[config.mk]
export PLATFORM = sky130hd
export DESIGN_NAME = input_edge_pulse_classifier_top
export DESIGN_NICKNAME = d
export VERILOG_FILES = /design/src/hdl/iepc_pkg.sv /design/src/hdl/input_edge_pulse_classifier_top.sv /design/src/hdl/iepc_csr.sv /design/src/hdl/iepc_ctrl.sv /design/src/hdl/iepc_dpath.sv
export SDC_FILE = /design/constraint.sdc
export NUM_CORES = 1
export LEC_CHECK = 0
export ABC_AREA = 1
export BUFFER_PORTS_ARGS = -buffer_cell sky130_fd_sc_hd__clkbuf_2
export CELL_PAD_IN_SITES_DETAIL_PLACEMENT = 2
export CELL_PAD_IN_SITES_GLOBAL_PLACEMENT = 2
export CORE_ASPECT_RATIO = 0.5
export CORE_MARGIN = 4
export CORE_UTILIZATION = 30
export DETAILED_ROUTE_END_ITERATION = 8
export GPL_TIMING_DRIVEN = 1
export PLACE_DENSITY_LB_ADDON = 0.1
export SYNTH_ARGS = -nofsm -noshare
export SYNTH_HDL_FRONTEND = slang
export SYNTH_SLANG_ARGS = --single-unit
[constraint.sdc]
create_clock -name clock -period 4.9 [get_ports clock]
set_input_delay 0.735 -clock clock [delete_from_list [all_inputs] [get_ports clock]]
set_output_delay 0.735 -clock clock [all_outputs]
set_load 0.005 [all_outputs]
[src/hdl/iepc_pkg.sv]
// Shared types and constants for the input edge pulse classifier.
// No dependencies.
`default_nettype none

package iepc_pkg;

   localparam int CHANNELS_DEFAULT       = 32;
   localparam int DURATION_WIDTH_DEFAULT = 24;

   localparam int SAMPLE_W    = 32;
   localparam int ELAPSED_W   = 16;
   localparam int CHANNEL_W   = 5;
   localparam int KIND_W      = 2;
   localparam int CSR_INDEX_W = 2;
   localparam int CSR_DATA_W  = 32;
   localparam int THRESHOLD_W = 24;

   typedef enum logic [CSR_INDEX_W-1:0] {
      CSR_CHANGE_MODE_MASK     = 2'd0,
      CSR_NOTIFY_ENABLE_MASK   = 2'd1,
      CSR_LONG_THRESHOLD_TICKS = 2'd2
   } csr_index_type;

   localparam logic [CSR_DATA_W-1:0]  CHANGE_MODE_RESET = 32'd25;
   localparam logic [CSR_DATA_W-1:0]  NOTIFY_EN_RESET   = 32'd0;
   localparam logic [THRESHOLD_W-1:0] THRESHOLD_RESET   = 24'd500;

   typedef enum logic [KIND_W-1:0] {
      EV_ACTIVATED   = 2'd0,
      EV_DEACTIVATED = 2'd1,
      EV_SHORT       = 2'd2,
      EV_LONG        = 2'd3
   } event_kind_type;

   typedef struct packed {
      logic capture;
      logic advance;
   } cmd_type;

   typedef struct packed {
      logic event_here;
      logic out_free;
      logic at_end;
   } status_type;

endpackage

`default_nettype wire

[src/hdl/input_edge_pulse_classifier_top.sv]
// Top level of the input edge pulse classifier: controller, datapath, registers.
// Depends on iepc_pkg, iepc_csr, iepc_ctrl, iepc_dpath.
`default_nettype none

// Takes one sample word of up to 32 lines plus elapsed ticks and emits one
// result word per edge event, in ascending channel order, last marking the
// final event of the sample. Channels are scanned one per cycle while the
// result port does not stall; the next sample is taken the cycle after the
// scan ends. High time per channel is held in a CHANNELS-entry register file
// read once per scan step and saturates at 2^DURATION_WIDTH - 1. Register
// writes are accepted every cycle and must only be issued while the block is
// idle.
module input_edge_pulse_classifier_top #(
   parameter int CHANNELS       = iepc_pkg::CHANNELS_DEFAULT,
   parameter int DURATION_WIDTH = iepc_pkg::DURATION_WIDTH_DEFAULT
) (
   input  wire                                clock,
   input  wire                                reset,
   input  wire                                req_valid,
   output logic                               req_ready,
   input  wire  [iepc_pkg::SAMPLE_W-1:0]      req_sample_bits,
   input  wire  [iepc_pkg::ELAPSED_W-1:0]     req_elapsed_ticks,
   output logic                               rsp_valid,
   input  wire                                rsp_ready,
   output logic [iepc_pkg::CHANNEL_W-1:0]     rsp_channel,
   output logic [iepc_pkg::KIND_W-1:0]        rsp_event_kind,
   output logic                               rsp_last,
   input  wire                                csr_valid,
   output logic                               csr_ready,
   input  wire  [iepc_pkg::CSR_INDEX_W-1:0]   csr_index,
   input  wire  [iepc_pkg::CSR_DATA_W-1:0]    csr_wdata
);
   import iepc_pkg::*;

   cmd_type                cmd;
   status_type             status;
   logic [CSR_DATA_W-1:0]  change_mode_mask;
   logic [CSR_DATA_W-1:0]  notify_enable_mask;
   logic [THRESHOLD_W-1:0] long_threshold;

   iepc_csr u_csr (
      .clock              (clock),
      .reset              (reset),
      .csr_valid          (csr_valid),
      .csr_ready          (csr_ready),
      .csr_index          (csr_index),
      .csr_wdata          (csr_wdata),
      .change_mode_mask   (change_mode_mask),
      .notify_enable_mask (notify_enable_mask),
      .long_threshold     (long_threshold)
   );

   iepc_ctrl u_ctrl (
      .clock     (clock),
      .reset     (reset),
      .req_valid (req_valid),
      .req_ready (req_ready),
      .status    (status),
      .cmd       (cmd)
   );

   iepc_dpath #(
      .CHANNELS       (CHANNELS),
      .DURATION_WIDTH (DURATION_WIDTH)
   ) u_dpath (
      .clock              (clock),
      .reset              (reset),
      .cmd                (cmd),
      .status             (status),
      .req_sample_bits    (req_sample_bits),
      .req_elapsed_ticks  (req_elapsed_ticks),
      .change_mode_mask   (change_mode_mask),
      .notify_enable_mask (notify_enable_mask),
      .long_threshold     (long_threshold),
      .rsp_valid          (rsp_valid),
      .rsp_ready          (rsp_ready),
      .rsp_channel        (rsp_channel),
      .rsp_event_kind     (rsp_event_kind),
      .rsp_last           (rsp_last)
   );

   a_busy_after_accept: assert property (@(posedge clock) disable iff (reset)
      req_valid && req_ready |=> !req_ready)
      else $error("input taken again straight after a word was accepted");

   a_rsp_from_scan: assert property (@(posedge clock) disable iff (reset)
      $rose(rsp_valid) |-> $past(cmd.advance) && $past(status.event_here))
      else $error("result word raised without a scan step on an event");

   a_idle_after_scan: assert property (@(posedge clock) disable iff (reset)
      cmd.advance && status.at_end |=> req_ready)
      else $error("controller not idle after the last channel");

   a_stall_blocks_scan: assert property (@(posedge clock) disable iff (reset)
      status.event_here && !status.out_free |-> !cmd.advance)
      else $error("scan moved on while an event could not be stored");

endmodule

`default_nettype wire

[src/hdl/iepc_csr.sv]
// Configuration registers: mode mask, notify mask, long threshold.
// Depends on iepc_pkg.
`default_nettype none

module iepc_csr (
   input  wire                                clock,
   input  wire                                reset,
   input  wire                                csr_valid,
   output logic                               csr_ready,
   input  wire  [iepc_pkg::CSR_INDEX_W-1:0]   csr_index,
   input  wire  [iepc_pkg::CSR_DATA_W-1:0]    csr_wdata,
   output logic [iepc_pkg::CSR_DATA_W-1:0]    change_mode_mask,
   output logic [iepc_pkg::CSR_DATA_W-1:0]    notify_enable_mask,
   output logic [iepc_pkg::THRESHOLD_W-1:0]   long_threshold
);
   import iepc_pkg::*;

   logic [CSR_DATA_W-1:0]  change_mode_ff;
   logic [CSR_DATA_W-1:0]  notify_en_ff;
   logic [THRESHOLD_W-1:0] threshold_ff;

   assign csr_ready = 1'b1;

   always_ff @(posedge clock) begin
      if (reset) begin
         change_mode_ff <= CHANGE_MODE_RESET;
         notify_en_ff   <= NOTIFY_EN_RESET;
         threshold_ff   <= THRESHOLD_RESET;
      end else if (csr_valid) begin
         unique case (csr_index)
            CSR_CHANGE_MODE_MASK:     change_mode_ff <= csr_wdata;
            CSR_NOTIFY_ENABLE_MASK:   notify_en_ff   <= csr_wdata;
            CSR_LONG_THRESHOLD_TICKS: threshold_ff   <= csr_wdata[THRESHOLD_W-1:0];
            default: ;
         endcase
      end
   end

   assign change_mode_mask   = change_mode_ff;
   assign notify_enable_mask = notify_en_ff;
   assign long_threshold     = threshold_ff;

endmodule

`default_nettype wire

[src/hdl/iepc_ctrl.sv]
// Scan controller: idle / scan state machine issuing capture and advance.
// Depends on iepc_pkg.
`default_nettype none

module iepc_ctrl (
   input  wire                    clock,
   input  wire                    reset,
   input  wire                    req_valid,
   output logic                   req_ready,
   input  iepc_pkg::status_type   status,
   output iepc_pkg::cmd_type      cmd
);
   import iepc_pkg::*;

   typedef enum logic [1:0] {
      ST_IDLE = 2'b01,
      ST_SCAN = 2'b10
   } state_type;

   state_type state_ff, state_in;
   logic      advance;

   assign req_ready = (state_ff == ST_IDLE);
   assign advance   = (state_ff == ST_SCAN) && (!status.event_here || status.out_free);

   always_comb begin
      state_in = state_ff;
      unique case (state_ff)
         ST_IDLE: begin
            if (req_valid) state_in = ST_SCAN;
         end
         ST_SCAN: begin
            if (advance && status.at_end) state_in = ST_IDLE;
         end
         default: state_in = ST_IDLE;
      endcase
   end

   always_ff @(posedge clock) begin
      if (reset) begin
         state_ff <= ST_IDLE;
      end else begin
         state_ff <= state_in;
      end
   end

   assign cmd.capture = req_valid && req_ready;
   assign cmd.advance = advance;

endmodule

`default_nettype wire

[src/hdl/iepc_dpath.sv]
// Datapath: captured edges, per-channel high time, channel counter, result word.
// Depends on iepc_pkg.
`default_nettype none

module iepc_dpath #(
   parameter int CHANNELS       = iepc_pkg::CHANNELS_DEFAULT,
   parameter int DURATION_WIDTH = iepc_pkg::DURATION_WIDTH_DEFAULT
) (
   input  wire                                clock,
   input  wire                                reset,
   input  iepc_pkg::cmd_type                  cmd,
   output iepc_pkg::status_type               status,
   input  wire  [iepc_pkg::SAMPLE_W-1:0]      req_sample_bits,
   input  wire  [iepc_pkg::ELAPSED_W-1:0]     req_elapsed_ticks,
   input  wire  [iepc_pkg::CSR_DATA_W-1:0]    change_mode_mask,
   input  wire  [iepc_pkg::CSR_DATA_W-1:0]    notify_enable_mask,
   input  wire  [iepc_pkg::THRESHOLD_W-1:0]   long_threshold,
   output logic                               rsp_valid,
   input  wire                                rsp_ready,
   output logic [iepc_pkg::CHANNEL_W-1:0]     rsp_channel,
   output logic [iepc_pkg::KIND_W-1:0]        rsp_event_kind,
   output logic                               rsp_last
);
   import iepc_pkg::*;

   localparam int IDX_W = (CHANNELS > 1) ? $clog2(CHANNELS) : 1;
   localparam int SUM_W = ((DURATION_WIDTH > ELAPSED_W) ? DURATION_WIDTH : ELAPSED_W) + 1;
   localparam int CMP_W = (DURATION_WIDTH > THRESHOLD_W) ? DURATION_WIDTH : THRESHOLD_W;
   localparam logic [IDX_W-1:0]          LAST_IDX = IDX_W'(CHANNELS - 1);
   localparam logic [DURATION_WIDTH-1:0] DUR_MAX  = {DURATION_WIDTH{1'b1}};

   logic [CHANNELS-1:0]       level_ff;
   logic [CHANNELS-1:0]       rise_ff;
   logic [CHANNELS-1:0]       fall_ff;
   logic [CHANNELS-1:0]       high_ff;
   logic [ELAPSED_W-1:0]      elapsed_ff;
   logic [IDX_W-1:0]          chan_ff;
   logic [DURATION_WIDTH-1:0] duration_ff [CHANNELS];

   logic                      rsp_valid_ff;
   logic [CHANNEL_W-1:0]      rsp_channel_ff;
   event_kind_type            rsp_kind_ff;
   logic                      rsp_last_ff;

   logic [CHANNELS-1:0]       sample_now;
   logic [CHANNELS-1:0]       mode_vec;
   logic [CHANNELS-1:0]       event_vec;
   logic [CHANNELS-1:0]       event_above;
   logic [DURATION_WIDTH-1:0] dur_rd;
   logic [SUM_W-1:0]          dur_sum;
   logic [DURATION_WIDTH-1:0] dur_in;
   event_kind_type            kind_in;
   logic                      out_free;

   assign sample_now = req_sample_bits[CHANNELS-1:0];
   assign mode_vec   = change_mode_mask[CHANNELS-1:0];
   assign event_vec  = ((rise_ff & mode_vec) | fall_ff) & notify_enable_mask[CHANNELS-1:0];
   assign event_above = (event_vec >> chan_ff) >> 1;

   assign dur_rd  = duration_ff[chan_ff];
   assign dur_sum = SUM_W'(dur_rd) + SUM_W'(elapsed_ff);
   assign dur_in  = (dur_sum > SUM_W'(DUR_MAX)) ? DUR_MAX : dur_sum[DURATION_WIDTH-1:0];

   always_comb begin
      priority if (rise_ff[chan_ff]) begin
         kind_in = EV_ACTIVATED;
      end else if (mode_vec[chan_ff]) begin
         kind_in = EV_DEACTIVATED;
      end else if (CMP_W'(dur_rd) < CMP_W'(long_threshold)) begin
         kind_in = EV_SHORT;
      end else begin
         kind_in = EV_LONG;
      end
   end

   assign out_free = !rsp_valid_ff || rsp_ready;

   // Edge vectors are taken once per word; the level register moves on at once.
   always_ff @(posedge clock) begin
      if (reset) begin
         level_ff <= '0;
         chan_ff  <= '0;
      end else if (cmd.capture) begin
         level_ff <= sample_now;
         chan_ff  <= '0;
      end else if (cmd.advance) begin
         chan_ff  <= (chan_ff == LAST_IDX) ? '0 : chan_ff + 1'b1;
      end
   end

   always_ff @(posedge clock) begin
      if (cmd.capture) begin
         rise_ff    <= ~level_ff & sample_now;
         fall_ff    <= level_ff & ~sample_now;
         high_ff    <= level_ff & sample_now;
         elapsed_ff <= req_elapsed_ticks;
      end
   end

   always_ff @(posedge clock) begin
      if (cmd.advance) begin
         if (rise_ff[chan_ff]) begin
            duration_ff[chan_ff] <= '0;
         end else if (high_ff[chan_ff]) begin
            duration_ff[chan_ff] <= dur_in;
         end
      end
   end

   always_ff @(posedge clock) begin
      if (reset) begin
         rsp_valid_ff <= 1'b0;
      end else if (cmd.advance && event_vec[chan_ff]) begin
         rsp_valid_ff <= 1'b1;
      end else if (rsp_ready) begin
         rsp_valid_ff <= 1'b0;
      end
   end

   always_ff @(posedge clock) begin
      if (cmd.advance && event_vec[chan_ff]) begin
         rsp_channel_ff <= CHANNEL_W'(chan_ff);
         rsp_kind_ff    <= kind_in;
         rsp_last_ff    <= (event_above == '0);
      end
   end

   assign status.event_here = event_vec[chan_ff];
   assign status.out_free   = out_free;
   assign status.at_end     = (chan_ff == LAST_IDX);

   assign rsp_valid      = rsp_valid_ff;
   assign rsp_channel    = rsp_channel_ff;
   assign rsp_event_kind = rsp_kind_ff;
   assign rsp_last       = rsp_last_ff;

endmodule

`default_nettype wire

Word-level counts from Yosys, hierarchy flattened
Memories as Yosys holds them, arrays and structs flattened. A register that Yosys moved wholly into a read port is not among the register bits.
Cells that the tools add are included.
{ "word_totals": {"register_bits": 248, "ramBits": 768, "output_inout_bits": 11, "elab_cells": 82, "n_memories": 1} }
{ "op_classes": {"n_addsub": 2, "order_cmp": 3, "eq_ne": 7, "shift": 1, "n_mux": 27, "n_bitwise": 9, "reduce_logical": 17} }
{ "memory_table": {"columns": ["memory", "words", "word_bits", "rd", "rd_clocked_by_memory_dff", "write_ports", "line", "rtl"], "rows": [
  ["u_dpath.duration_ff", 32, 24, 1, 1, 1, "iepc_dpath.sv:38", "logic [DURATION_WIDTH-1:0] duration_ff [CHANNELS];"]
]} }
{ "op_table": {"columns": ["op", "count"], "rows": [
  ["32-bit AND", 5],
  ["32-bit inverter", 2],
  ["24-bit two-way mux", 2],
  ["32-bit zero test", 1],
  ["32-bit OR", 1],
  ["32-bit by 5-bit >> shifter with 32-bit output", 1],
  ["24-bit by 16-bit adder with 25-bit output", 1],
  ["25-bit by 24-bit greater-than comparator with 1-bit output, second input constant", 1],
  ["24-bit < comparator", 1],
  ["1-bit binary-select mux with 5-bit select", 4],
  ["1-bit two-way mux", 15],
  ["5-bit two-way mux", 3],
  ["2-bit AND reduction", 4],
  ["5-bit by 6-bit < comparator with 1-bit output, second input constant", 1],
  ["5-bit by 1-bit adder with 5-bit output, second input constant", 1],
  ["5-bit == test, second input constant", 1],
  ["2-bit by 1-bit == test with 1-bit output, second input constant", 2],
  ["2-bit == test, second input constant", 2],
  ["1-bit logical AND", 4],
  ["2-bit two-way mux", 2],
  ["2-bit != test, second input constant", 2],
  ["2-bit one-hot mux with 2 select lines", 1],
  ["2-bit OR reduction", 2],
  ["1-bit zero test", 2],
  ["4 further kinds", 5]
]} }

Longest topological paths before layout
{ "logic_depth": {"word_depth": 11, "ltp_mapped": 30} }

By module
From an unflattened synthesis, not the netlist that was laid out.
{ "hier_totals": {"cells_unflattened": 4129, "area_unflattened_um2": 43928.4} }
{ "by_module_without_submodules": {"columns": ["module", "instances", "cells_each", "area_each_um2"], "rows": [
  ["iepc_dpath", 1, 3558, 40151.0],
  ["iepc_csr", 1, 553, 3661.0],
  ["iepc_ctrl", 1, 18, 116.4]
]} }

Worst setup path after synthesis
OpenSTA, ideal clock, no wires.
{ "synth_timing": {"path_type": "reg-to-reg", "startpoint": "register with a tool-made name", "endpoint": "memory u_dpath.duration_ff[0][2] in the netlist's numbering, data pin", "setup_ps": 377, "arrival_ps": 4288, "required_time_ps": 4523, "slack_ps": 235, "stages_incl_launch_ff": 28, "n_path_buf": 8, "cell_sequence": "dfxtp_1 buf_6 inv_6 buf_8 buf_8 buf_6 buf_6 buf_4 buf_4 o21ai_0 o221ai_1 nand3_1 o21ai_1 nand2_1 o21ai_1 inv_1 fa_1 nand3b_1 nand2_1 a31oi_1 o21ai_0 nand2_1 nand2_1 nand2_1 inv_2 nand2_4 buf_6 a21oi_1"} }
{ "synth_lines": {"columns": ["element", "line"], "rows": [
  ["end: declaration", "iepc_dpath.sv:38"]
]} }

==> flow_metrics.tcl <==
set metrics [dict create \
    status "complete, no violations" \
    switching_share 0.230 \
    overflow 0 \
    crit_arrival_ps 5040 \
    relSlewSlack 0.332 \
    place.gp.congestion 0.789 \
    pin_count 98 \
    clkPwrFrac 0.443 \
    p_total_uw 18800 \
    hold_path.class "in -> reg" \
    ys_async_sr_fraction 0 \
    grtUsageTotal 0.216 \
    clk_path_buf_depth 3 \
    die_height_um 277 \
    final.setup.tns_ps 0 \
    leakage_uw 0.0195 \
    dpl_worst_slack_ps 326 \
    drtAntennaViolNets 0 \
    ys_seq_elements 1021 \
    firstDrtPassIters 6 \
    setup_slack_ps 308 \
    numCtsBuffers 101 \
    path_max_fanout 63 \
    synthFlopType "edfxtp_1" \
    dieArea_mm2 0.151 \
    wl_per_cell_um 27.5 \
    drive_gt1_frac 0.123 \
    p_int_uw 14500 \
    drc 0 \
    dpl.cell_count 5877 \
    crit_path_end_kind "flop" \
    via_per_inst 5.28 \
    ir_drop_v 0.000258 \
    num_antenna_cells 0 \
    synth_area_mm2 0.0434 \
    synthCells 3943 \
    core_area_mm2 0.143 \
    syn2layout_area_growth_pct 17.5 \
    criticalPathCategory "reg -> reg" \
    avgSynthCellArea_um2 11.0 \
    final_util 0.356 \
    ys_warn_count 0 \
    postCtsSetupBuffers 0 \
    root_buffer "clkbuf_16" \
    tightest_slew_ps 1000 \
    cp_data_required_time_ps 5340 \
    power.switching_uw 4320 \
    antenna_found_initial 7 \
    ys_seq_area_frac 0.676 \
    stdcell_count 6067 \
    drtIter0Drc 2712 \
    initial_utilization 0.303 \
    fmax_ghz 0.218 \
    die_w_um 546 \
    synth_edf_count 888 \
    p_comb_frac 0.046 \
    synthesis.nets 4075 \
    h-tree-depth 3 \
    synth_cell_types 54 \
    dp_hpwl_um 96700 \
    fin_crit_sh 0.937 \
    clk_latency_ps 740 \
    grt_pass1_vias 33643 \
    fin_nets 4212 \
    io_buffer_count 96 \
    grt_max_degree 120 \
    clk_pin_slew_ps 70 \
    vias 32035 \
    hold_viol 0 \
    fin_worst_skew_ps 47.4 \
    maxSlewViolCount 0 \
    worst_setup_path_start_kind "flop" \
    grt_pass1_wl_um 241000 \
    cap_violations 0 \
    powerDensity_mw_per_mm2 368 \
    wl_um 167000 \
    setup_viol 0 \
    fin_crit_ps 4590 \
    clkSinkCount 1021 \
    power_frac_seq 0.510 \
    rsz0062_at_grt "no" \
    rows 98 \
    tritoncts "done" \
]
==> layout make-up <==
cell class	count	area, um^2
Clock inverter	62	742
Clock buffer	128	2710
Multi-Input combinational cell	2466	12300
Tap cell	1900	2380
Timing Repair Buffer	269	2700
Fill cell	15082	92200
Inverter	221	860
Sequential cell	1021	29300
==> per-stage QoR <==
| stage | hold WS (ps) | area [um^2] |
|---|---|---|
| floorplan | 403 | 43400 |
| global placement | 458 | 47500 |
| detailed placement | 467 | 47500 |
| CTS | 132 | 51000 |
| global route | 142 | 51000 |
| finish | 191 | 51000 |
==> power groups by stage <==
stage | Clock [uW] | Combinational [uW] | Sequential (uW)
after floorplan | 0 | 510 | 9740
after global placement | 0 | 858 | 9760
after detailed placement | 0 | 885 | 9770
after CTS | 8550 | 890 | 9580
after global routing | 8910 | 982 | 9580
final | 8320 | 872 | 9570
==> critical path, cell delays in order, from the launching register on <==
cell	delay (ps)
dfxtp_4	440
inv_16	240
buf_12	310
o21ai_0	130
o221ai_1	220
a31oi_1	120
a32oi_1	430
ha_1	390
a21oi_1	170
nand2_1	170
a31oi_1	320
o21ai_0	180
nand2_1	90
nand2_1	160
nand2_1	160
inv_2	60
nand2_4	180
buf_12	190
a21oi_2	90
buf_12	190
==> sequential cells by signal, summed over array words and instances (netlist names), named ones only <==
signal and flops:
u_csr.change_mode_mask 32, u_dpath.elapsed_ff 16, u_dpath.rise_ff 32, u_ctrl.state_ff 2, u_dpath.rsp_event_kind 2, u_csr.notify_enable_mask 32
u_dpath.rsp_valid 1, u_dpath.level_ff 32, u_dpath.fall_ff 32, u_dpath.rsp_last 1, u_dpath.chan_ff 5, u_dpath.duration_ff 768
u_dpath.high_ff 32, u_dpath.rsp_channel 5, u_csr.long_threshold 24
==> worst paths after layout <==
path	depth (start not counted)	startpoint	to	slack (ps)
min reg2reg	2	u_csr.long_threshold[17]	u_csr.long_threshold[17]	470
min	1	req_elapsed_ticks[1]	u_dpath.elapsed_ff[1]	190
max reg2reg	19	flop	u_dpath.duration_ff[4][1]	310
max	19	flop	u_dpath.duration_ff[4][1]	310
==> logic make-up after synthesis <==
| kind of cell | after synthesis | share of synthesized area |
|---|---|---|
| AO/OA/AOI/OAI | 881 | 0.117 |
| XOR/XNOR | 18 | 0.00363 |
| adder cells (fa/ha/maj) | 45 | 0.0132 |
| buffers and inverters | 456 | 0.0480 |
| flip-flops | 1021 | 0.676 |
| multiplexers | 2 | 0.000461 |
| other | 1 | 0.0000864 |
| AND/OR/NAND/NOR | 1519 | 0.141 |
==> cell usage after synthesis (7+ instances only) <==
library cell	instances	area [um^2]
nand2_1	614	2300
o221ai_1	112	981
buf_2	55	275
inv_1	211	792
ha_1	44	551
buf_4	30	225
a32oi_1	11	96.3
a21boi_0	7	52.6
a31oi_1	16	100
dfxtp_1	133	2660
o21ai_0	493	2470
o22ai_1	45	282
nor3_1	13	65.1
nand4_1	7	43.8
o31ai_1	9	67.6
nand2_2	10	62.6
xnor2_1	13	114
o21ai_1	32	160
a21oi_1	125	626
buf_6	20	225
nor2_1	620	2330
buf_1	11	41.3
o211ai_1	10	75.1
clkbuf_1	116	435
nand3_1	240	1200
edfxtp_1	888	26700
==> layout by cell type (no fill, tap or decap), types with 5 or more instances in the layout <==
cell type,count
buf_4,99
inv_2,5
ha_1,44
clkbuf_2,96
a21boi_0,7
clkbuf_1,22
nor3_2,10
clkinv_1,18
buf_12,73
o211ai_1,10
nand4_1,7
o21ai_0,493
a21oi_1,113
xnor2_1,13
a21oi_2,18
nand2_1,613
clkinvlp_4,8
clkinv_2,16
dfxtp_1,127
xor2_1,5
nand2_2,11
a31oi_1,16
clkbuf_16,104
nand3_1,240
o22ai_1,45
bufinv_16,14
o31ai_1,9
o221ai_1,112
edfxtp_1,888
inv_1,208
nor2_4,27
nor2_1,595
o21ai_1,31
a32oi_1,11
==> layer usage <==
layer	vias to the layer above	share of wire	track usage	wire, um
met5	-	0.000078	0	13
met4	2	0.015	0.0375	2470
met3	159	0.042	0.0250	6960
met2	692	0.46	0.345	76100
met1	16946	0.49	0.320	81500
li1	14236	-	-	-
==> what timing repair did <==
item | 4_1_cts | 5_1_grt
setup endpoints to repair | 0 | 142
hold buffers | 0 | 0
gates resized for setup | 0 | 3
Power figures use the tool's default switching activity.
